--- src/rtl/core/tcs_pkg.sv ---
// Package for the three-term recurrence checksum unit.
// Holds the item and step-control types and the recurrence constants; no dependencies.
package tcs_pkg;

    localparam logic [7:0]  INIT_OFFSET = 8'd7;
    localparam logic [7:0]  ALPHA_MUL   = 8'd17;
    localparam logic [7:0]  BETA_MUL    = 8'd31;
    localparam logic [16:0] FOLD_MOD    = 17'd65535;

    typedef struct packed {
        logic [7:0] data_byte;
        logic       last_byte;
    } t_item;

    typedef struct packed {
        logic fire;
        logic last;
    } t_step;

endpackage

--- src/rtl/core/tcs_in_stage.sv ---
// Input register stage of the checksum unit: one item deep, valid/ready on the upstream side.
// Depends on tcs_pkg for the item type.
module tcs_in_stage (
    input  logic          i_clk,
    input  logic          i_rst_n,
    input  logic          i_valid,
    output logic          o_ready,
    input  tcs_pkg::t_item i_item,
    output logic          o_valid,
    output tcs_pkg::t_item o_item,
    input  logic          i_pop
);

    logic           r_valid;
    logic           n_valid;
    tcs_pkg::t_item r_item;

    assign o_ready = !r_valid || i_pop;
    assign n_valid = (i_valid && o_ready) || (r_valid && !i_pop);
    assign o_valid = r_valid;
    assign o_item  = r_item;

    always_ff @(posedge i_clk) begin
        if (!i_rst_n) begin
            r_valid <= 1'b0;
        end else begin
            r_valid <= n_valid;
        end
    end

    always_ff @(posedge i_clk) begin
        if (i_valid && o_ready) begin
            r_item <= i_item;
        end
    end

endmodule

--- src/rtl/core/tcs_term_core.sv ---
// Recurrence state and next-term datapath: two short multiplies, a difference and a
// mod-65535 end-around fold. Depends on tcs_pkg for constants and the step control type.
module tcs_term_core (
    input  logic           i_clk,
    input  logic           i_rst_n,
    input  tcs_pkg::t_step i_step,
    input  logic [7:0]     i_data_byte,
    output logic [15:0]    o_checksum
);

    logic [15:0] r_prev;
    logic [15:0] r_cur;
    logic [7:0]  r_idx;
    logic        r_at_start;
    logic [15:0] n_prev;
    logic [15:0] n_cur;
    logic [7:0]  n_idx;
    logic        n_at_start;

    logic [7:0]  alpha;
    logic [7:0]  beta;
    logic [8:0]  coef;
    logic [24:0] plus;
    logic [24:0] minus;
    logic        ge;
    logic [24:0] diff;
    logic [16:0] folded;
    logic [15:0] rem;
    logic [15:0] new_term;
    logic [15:0] first_term;

    assign alpha  = r_idx * tcs_pkg::ALPHA_MUL;
    assign beta   = r_idx * tcs_pkg::BETA_MUL;
    assign coef   = {1'b0, i_data_byte} + {1'b0, alpha};
    assign plus   = {16'd0, coef} * {9'd0, r_cur};
    assign minus  = {1'b0, {16'd0, beta} * {8'd0, r_prev}};
    assign ge     = plus >= minus;
    assign diff   = ge ? (plus - minus) : (minus - plus);
    assign folded = {1'b0, diff[15:0]} + {8'd0, diff[24:16]};
    assign rem    = (folded >= tcs_pkg::FOLD_MOD) ? 16'(folded - tcs_pkg::FOLD_MOD)
                                                  : folded[15:0];

    always_comb begin
        if (ge) begin
            new_term = rem;
        end else if (rem == 16'd0) begin
            new_term = 16'd1;
        end else if (rem == 16'd1) begin
            new_term = 16'd0;
        end else begin
            new_term = 16'(16'd0 - rem);
        end
    end

    assign first_term = {8'd0, i_data_byte} + {8'd0, tcs_pkg::INIT_OFFSET};
    assign o_checksum = r_at_start ? first_term : new_term;

    always_comb begin
        n_prev     = r_prev;
        n_cur      = r_cur;
        n_idx      = r_idx;
        n_at_start = r_at_start;
        if (i_step.fire) begin
            if (i_step.last) begin
                n_prev     = 16'd1;
                n_cur      = 16'd1;
                n_idx      = 8'd0;
                n_at_start = 1'b1;
            end else if (r_at_start) begin
                n_prev     = 16'd1;
                n_cur      = first_term;
                n_idx      = 8'd1;
                n_at_start = 1'b0;
            end else begin
                n_prev = r_cur;
                n_cur  = new_term;
                n_idx  = r_idx + 8'd1;
            end
        end
    end

    always_ff @(posedge i_clk) begin
        if (!i_rst_n) begin
            r_prev     <= 16'd1;
            r_cur      <= 16'd1;
            r_idx      <= 8'd0;
            r_at_start <= 1'b1;
        end else begin
            r_prev     <= n_prev;
            r_cur      <= n_cur;
            r_idx      <= n_idx;
            r_at_start <= n_at_start;
        end
    end

endmodule

--- src/rtl/core/three_term_recurrence_checksum_unit.sv ---
// Three-term recurrence checksum unit, top level.
// Depends on tcs_pkg, tcs_in_stage and tcs_term_core.
//
// Usage:
//   Input channel (i_in_valid / o_in_ready) moves one message byte per transfer,
//   with i_last_byte high on the final byte of a message.
//   Output channel (o_out_valid / i_out_ready) moves one 16-bit checksum per
//   message, after the transfer that carried the last byte.
// Timing:
//   One byte is taken every cycle unless a last byte is held (see Stall). A byte waits
//   in the input register until its recurrence step fires; in that cycle the step updates
//   the terms and, for a last byte, loads the output register, so the checksum is valid in
//   the cycle after the last-byte step. The loop through the term registers, two 16-bit
//   multiplies and the mod-65535 fold, is combinational and sets the one-byte-per-cycle rate.
// Reset:
//   Synchronous, active low. Both registers empty, terms re-armed for a new message.
// Stall:
//   While a checksum waits, bytes without the last flag keep flowing; a last byte
//   holds in the input register until the output register is taken, and o_in_ready
//   drops once that register is also full.
module three_term_recurrence_checksum_unit (
    input  logic        i_clk,
    input  logic        i_rst_n,
    input  logic        i_in_valid,
    output logic        o_in_ready,
    input  logic [7:0]  i_data_byte,
    input  logic        i_last_byte,
    output logic        o_out_valid,
    input  logic        i_out_ready,
    output logic [15:0] o_checksum
);

    tcs_pkg::t_item w_in_item;
    tcs_pkg::t_item w_item;
    tcs_pkg::t_step w_step;
    logic           w_item_valid;
    logic           w_out_free;
    logic [15:0]    w_sum;

    logic           r_out_valid;
    logic           n_out_valid;
    logic [15:0]    r_checksum;

    assign w_in_item.data_byte = i_data_byte;
    assign w_in_item.last_byte = i_last_byte;

    tcs_in_stage u_in_stage (
        .i_clk   (i_clk),
        .i_rst_n (i_rst_n),
        .i_valid (i_in_valid),
        .o_ready (o_in_ready),
        .i_item  (w_in_item),
        .o_valid (w_item_valid),
        .o_item  (w_item),
        .i_pop   (w_step.fire)
    );

    assign w_out_free  = !r_out_valid || i_out_ready;
    assign w_step.fire = w_item_valid && (!w_item.last_byte || w_out_free);
    assign w_step.last = w_item.last_byte;

    tcs_term_core u_term_core (
        .i_clk       (i_clk),
        .i_rst_n     (i_rst_n),
        .i_step      (w_step),
        .i_data_byte (w_item.data_byte),
        .o_checksum  (w_sum)
    );

    assign n_out_valid = (w_step.fire && w_step.last) || (r_out_valid && !i_out_ready);

    always_ff @(posedge i_clk) begin
        if (!i_rst_n) begin
            r_out_valid <= 1'b0;
        end else begin
            r_out_valid <= n_out_valid;
        end
    end

    always_ff @(posedge i_clk) begin
        if (w_step.fire && w_step.last) begin
            r_checksum <= w_sum;
        end
    end

    assign o_out_valid = r_out_valid;
    assign o_checksum  = r_checksum;

    a_sum_range: assert property (@(posedge i_clk) disable iff (!i_rst_n)
        o_out_valid |-> o_checksum != 16'hFFFF)
        else $error("checksum outside fold range");

    a_last_gives_sum: assert property (@(posedge i_clk) disable iff (!i_rst_n)
        (w_step.fire && w_step.last) |=> o_out_valid)
        else $error("last byte transfer gave no checksum");

    a_no_extra_sum: assert property (@(posedge i_clk) disable iff (!i_rst_n)
        (o_out_valid && i_out_ready && !(w_step.fire && w_step.last)) |=> !o_out_valid)
        else $error("checksum repeated or invented");

    a_reset_empty: assert property (@(posedge i_clk)
        !i_rst_n |=> !o_out_valid)
        else $error("output valid after reset");

endmodule
--- config.mk ---
export PLATFORM = sky130hd
export DESIGN_NAME = three_term_recurrence_checksum_unit
export DESIGN_NICKNAME = d
export VERILOG_FILES = /design/src/rtl/core/tcs_pkg.sv /design/src/rtl/core/tcs_in_stage.sv /design/src/rtl/core/tcs_term_core.sv /design/src/rtl/core/three_term_recurrence_checksum_unit.sv
export SDC_FILE = /design/constraint.sdc
export NUM_CORES = 1
export LEC_CHECK = 0
export BUFFER_PORTS_ARGS = -buffer_cell sky130_fd_sc_hd__buf_4
export CORE_MARGIN = 2
export CORE_UTILIZATION = 60
export CTS_CLUSTER_DIAMETER = 150
export CTS_CLUSTER_SIZE = 40
export DETAILED_ROUTE_END_ITERATION = 7
export PLACE_DENSITY = 0.84
export SYNTH_ARGS = -nofsm -noshare
export SYNTH_HDL_FRONTEND = slang
export SYNTH_HIERARCHICAL = 1
export SYNTH_SLANG_ARGS = --single-unit
--- constraint.sdc ---
create_clock -name i_clk -period 21.9 [get_ports i_clk]
set_clock_uncertainty 0.1 [all_clocks]
set_input_delay 4.38 -clock i_clk [delete_from_list [all_inputs] [get_ports i_clk]]
set_output_delay 4.38 -clock i_clk [all_outputs]
set_load 0.1 [all_outputs]
Word level (Yosys, flattened, before mapping)
Index checks and enable logic that the tools add are counted.
{ "classes": {"n_addsub": 8, "multipliers": 4, "order_cmp": 2, "eq_ne": 1, "muxes": 12, "n_reduce_logical": 16} }
{ "op_table": {"columns": ["cell", "n"], "rows": [
  ["$mux W16", 8],
  ["$ge A25 B24 Y1", 1],
  ["$mul A9 B16 Y25", 1],
  ["$mux W25", 1],
  ["$sub A24 B25 Y25", 1],
  ["$sub A25 B24 Y25", 1],
  ["$mul A8 B16 Y24", 1],
  ["$add A16 B9 Y17", 1],
  ["$ge A17 B16 Y1 const B", 1],
  ["$eq A16 B1 Y1 const B", 1],
  ["$logic_not A16 Y1", 1],
  ["$mul A8 B5 Y8 const B", 2],
  ["$mux W8", 2],
  ["$sub A1 B16 Y16 const A", 1],
  ["$sub A16 B16 Y16 const B", 1],
  ["$add A8 B3 Y9 const B", 1],
  ["$add A8 B8 Y9", 1],
  ["$add A8 B1 Y8 const B", 1],
  ["$logic_and A1 B1 Y1", 5],
  ["$logic_not A1 Y1", 5],
  ["$logic_or A1 B1 Y1", 5],
  ["$mux W1", 1]
]} }
{ "word_totals": {"regBits": 68, "out_inout_bits": 18, "wordCells": 52} }

Longest topological paths before layout
{ "depth": {"word_depth": 14, "depth_mapped": 75, "mapped_depth_nobuf": 71} }

Cells and area by module
Netlist, hierarchy kept.
{ "modules_own_cells": {"columns": ["module", "instances", "cells_each", "area_per_inst_um2", "seq_area_each_um2"], "rows": [
  ["tcs_term_core", 1, 1929, 15297.2, 820.8],
  ["three_term_recurrence_checksum_unit", 1, 23, 535.5, 500.5],
  ["tcs_in_stage", 1, 14, 327.8, 290.3]
]} }

Worst setup path before layout
No wires, ideal clock.
{ "synth_path": {"path_type": "register to register", "startpoint": "register u_term_core.r_idx[1]", "endpoint": "register r_checksum[14], in the netlist o_checksum[14] (data pin)", "arrival_ps": 14606, "required_time_ps": 21534, "slack_ps": 6929, "stages_incl_launch_ff": 68, "path_buffers": 2, "synth_period_minus_slack_ps": 14971, "path_cell_list": "dfxtp_1 fa_1 inv_1 fa_1 fa_1 maj3_1 o21bai_1 a21oi_1 xnor2_1 clkbuf_1 and2_1 fa_1 inv_1 fa_1 inv_1 fa_1 inv_1 fa_1 [32 not listed] o31a_1 o21a_1 or2_2 xnor2_1 nor3b_1 nor2_1 a21oi_1 nand3_2 nand2_1 mux2i_1 ha_1 inv_1 o311ai_0 nor2b_1 or3_1 o21ai_0 mux2_2 nor2_1"} }
{ "synth_via": {"elab_chain_len": 13} }
{ "synth_rtl": {"columns": ["item", "line", "rtl"], "rows": [
  ["start, declared", "tcs_term_core.sv:13", "logic [7:0] r_idx;"],
  ["start signal, assigned", "tcs_term_core.sv:91", "r_idx <= n_idx;"],
  ["$mul A8 B5 Y8", "tcs_term_core.sv:32", "assign alpha = r_idx * tcs_pkg::ALPHA_MUL;"],
  ["$add A8 B8 Y9", "tcs_term_core.sv:34", "assign coef = {1'b0, i_data_byte} + {1'b0, alpha};"],
  ["$mul A9 B16 Y25", "tcs_term_core.sv:35", "assign plus = {16'd0, coef} * {9'd0, r_cur};"],
  ["$sub A24 B25 Y25 (tied with other cells)", "tcs_term_core.sv:38", "assign diff = ge ? (plus - minus) : (minus - plus);"],
  ["$mux W25", "tcs_term_core.sv:38", null],
  ["$add A16 B9 Y17", "tcs_term_core.sv:39", "assign folded = {1'b0, diff[15:0]} + {8'd0, diff[24:16]};"],
  ["$sub A16 B16 Y16 or $ge A17 B16 Y1 (tied branches)", "tcs_term_core.sv:40", "assign rem = (folded >= tcs_pkg::FOLD_MOD) ? 16'(folded - tcs_pkg::FOLD_MOD)"],
  ["$mux W16", "tcs_term_core.sv:40", null],
  ["$sub A1 B16 Y16 or $eq A16 B1 Y1 (tied branches)", "tcs_term_core.sv:51, tcs_term_core.sv:48", null],
  ["$mux W16", "tcs_term_core.sv:48", "end else if (rem == 16'd1) begin"],
  ["$mux W16", "tcs_term_core.sv:46", "end else if (rem == 16'd0) begin"],
  ["$mux W16 (*)", "tcs_term_core.sv:44", "if (ge) begin"],
  ["$mux W16 (*)", "tcs_term_core.sv:56", "assign o_checksum = r_at_start ? first_term : new_term;"],
  ["via w_sum[14]", "three_term_recurrence_checksum_unit.sv:38", "logic [15:0] w_sum;"],
  ["end signal, assigned", "three_term_recurrence_checksum_unit.sv:82", "r_checksum <= w_sum;"],
  ["end, declared", "three_term_recurrence_checksum_unit.sv:42", "logic [15:0] r_checksum;"]
]} }
The timed path passes the listed nets; every way through them passes the cells marked *.
A chain may end at the register's enable or synchronous reset.

Final worst setup path
{ "layout_path": {"startpoint": "register u_term_core.r_idx[0]", "endpoint": "register r_checksum[4], in the netlist o_checksum[4] (data pin)"} }
Same word-level chain as after synthesis.

==> out/metrics.yaml <==
status: "finished, final reports clean"
fmax_ghz: 0.05948
drt_pre_antenna_iters: 5
start_util_pct: 60.47
place_inst: 2277
grt_use_total_pct: 31.80
vias: 13990
htree_levels: 3
crit_fanout: 30
netlist_instances: 1966
wl_met1_um: 17340
dieArea_sq_mm: 0.02826
die_h_um: 168.1
synth_seq_cells: 68
clock-sinks: 68
cts_tree: "built"
cp_num_buf_inv: 11
grt_pass1_wl_um: 72260
ant_nets: 0
fp.coreArea_sq_mm: 0.02673
startpoint_type: "flip-flop"
layout-area-overhead-vs-synth_pct: 5.025
postCtsSetupBuffers: 0
dp_hpwl_um: 35220
synth.distinct_cells: 94
synth-main-ff-cell: "dfxtp_1"
synth-edff-count: 25
root_buffer: "clkbuf_16"
clk_latency_ns: 0.35
synthesis.area_sq_mm: 0.01616
drt_wl_total_um: 44100
synth_nets: 2347
clk_pin_slew_ns: 0.06
drc_errors: 0
end_kind: "flip-flop"
num-nets-final: 2328
top_layer_used: "met5"
drt-initial-drc-count: 1092
place_ws_ns: 5.305
min_period_ns: 16.81
relSlewSlack_pct: 48.86
worst_path_largest_cell_delay_ns: 0.51
drv_slew: 0
antenna_found_initial: 1
vias_per_cell: 6.099
cap_violations: 0
synth.avg_cell_area_sq_um: 8.220
worstPathArrival_ns: 16.78
cts_buffer_depth: 2
crit_required_ns: 21.87
synthArstFlopShare_pct: 0
io-pin-count: 31
gr-total-overflow: 0
layout-drive-gt1-share_pct: 5.123
path_delay_family: "compound AO/OA/AOI/OAI gates"
wl_met3_um: 3878
die_w_um: 168.1
rows: 60
tns_ns: 0
portBuffers: 30
yosysWarnings: 6
gp_congestion: 0.9393
final-setup-viol-count: 0
rsz0062_at_grt: "false"
yosysSeqAreaShare_pct: 9.972
finalHoldViolCount: 0
grt_pass1_vias: 14410
min_path_type: "flip-flop to flip-flop"
hold_buffers: 0
diodes: 0
post_drt_wl_per_cell_um: 19.23
tightest_slew_ns: 0.7657
hold_ws_ns: 0.3974
cts_resized: 0
cts_buffers: 9
wl_met2_um: 21610
setup_ws_ns: 5.088
final_cell_count_no_fill: 2293
critPathKind: "flip-flop to flip-flop"
crit_slowest_cell: "fa_1"
timing.final.crit_share_pct: 76.77
grt_max_degree: 33
==> flip-flops by register name, summed over array words and instances, names as in the netlist <==
register / cells
o_checksum: 16
o_out_valid: 1
u_in_stage/o_item: 9
u_in_stage/o_valid: 1
u_term_core/r_at_start: 1
u_term_core/r_cur: 16
u_term_core/r_idx: 8
u_term_core/r_prev: 16
==> worst reg2reg max path: cells and delay by family (launching register included) <==
family | cells | cell delay [ns]
buffers and inverters | 11 | 1.25
xor gates and xnor gates | 4 | 0.59
AOI/OAI and AO/OA | 25 | 5.63
muxes | 1 | 0.30
DFF | 1 | 0.48
and+or+nand+nor | 14 | 2.77
adders and majority gates | 13 | 5.40
==> Yosys cell counts, types with 3 or more instances <==
cell type	count	area, sq um
nand2b_1	14	87.58
xnor2_1	86	753.2
o21ai_1	14	70.07
a31oi_1	10	62.56
clkbuf_1	65	244.0
nand4_1	23	143.9
o21bai_1	28	210.2
buf_2	7	35.03
a221o_1	3	30.03
ha_1	171	2140
o211ai_1	12	90.09
o31ai_1	7	52.55
fa_1	197	3944
a21o_1	28	210.2
dfxtp_1	43	860.8
or2_2	7	43.79
nand2_1	217	814.5
nor3_1	24	120.1
a211o_1	3	26.28
nor3b_1	4	30.03
and3_1	12	75.07
o21ai_0	57	285.3
nor2b_1	63	394.1
mux2i_1	11	110.1
o311ai_0	4	35.03
o21a_1	9	67.56
xor2_1	42	367.9
a22o_1	4	35.03
o31a_1	5	43.79
a22oi_1	4	30.03
buf_1	5	18.77
nor2_1	78	292.8
a211oi_1	11	82.58
and2_1	138	863.3
inv_1	296	1111
a21boi_0	3	22.52
a21oi_1	128	640.6
nand3_1	23	115.1
edfxtp_1	25	750.7
or3_1	13	81.33
==> final timing paths <==
| path | from | end | slack (ns) | cells past startpoint |
|---|---|---|---|---|
| setup / recovery | u_term_core/r_idx[0] | o_checksum[4] | 5.09 | 68 |
| hold / removal | o_out_valid | o_out_valid | 0.40 | 2 |
| setup reg to reg | u_term_core/r_idx[0] | o_checksum[4] | 5.09 | 68 |
| hold reg to reg | o_out_valid | o_out_valid | 0.40 | 2 |
==> kinds of logic (layout without fill, tap and decap cells) <==
logic type               Yosys count  count (layout)  share of synthesized area (%)
AND/OR/NAND/NOR                  636             636                          20.08
AO/OA/AOI/OAI                    373             373                          15.28
XOR/XNOR                         130             130                          7.208
buffers and inverters            375             361                          8.764
flip-flops                        68              68                          9.972
adder cells (fa/ha/maj)          370             370                          37.77
multiplexers                      14              14                         0.9291
==> metal layers <==
metal,global-route usage (%),up-vias
li1,-,6392
met1,40.77,6803
met2,55.64,677
met3,4.795,111
met4,9.858,2
met5,0,-
==> cell usage in the layout, fill, tap and decap left out, types with 5 or more instances in the layout <==
cell         n
nand2_1    217
ha_1       171
nor2b_1     63
o21ai_0     57
or2_2        7
o31a_1       5
nand2b_1    14
a21o_1      28
o21bai_1    28
o21a_1       9
nor2_1      77
a31oi_1     10
and2_1     138
dfxtp_1     43
or3_1       13
inv_1      296
nor3_1      24
clkbuf_16    9
a211oi_1    11
nand3_1     23
xor2_1      42
buf_4       47
and3_1      12
xnor2_1     86
nand4_1     23
o211ai_1    12
edfxtp_1    25
mux2i_1     11
fa_1       197
a21oi_1    128
o21ai_1     14
o31ai_1      7
==> layout make-up <==
cell class | instances | area, sq um
clock buffers | 9 | 225.2
clock inverters | 7 | 98.84
fillers | 2221 | 9753
inverters | 298 | 1119
multi-input cells | 1523 | 13140
flip-flops and latches | 68 | 1612
well taps | 341 | 426.7
repair buffers | 47 | 352.8
==> metrics by stage <==
stage                     util, %  area, sq um
after floorplan                 -        16160
after global placement      62.29        16650
after detailed placement    62.29        16650
after CTS                   63.51        16970
after global routing        63.51        16970
final                       63.51        16970
Power is left out: the tool's default activity adds up to more than one toggle a clock period on the data nets, which glitch-free logic cannot reach.
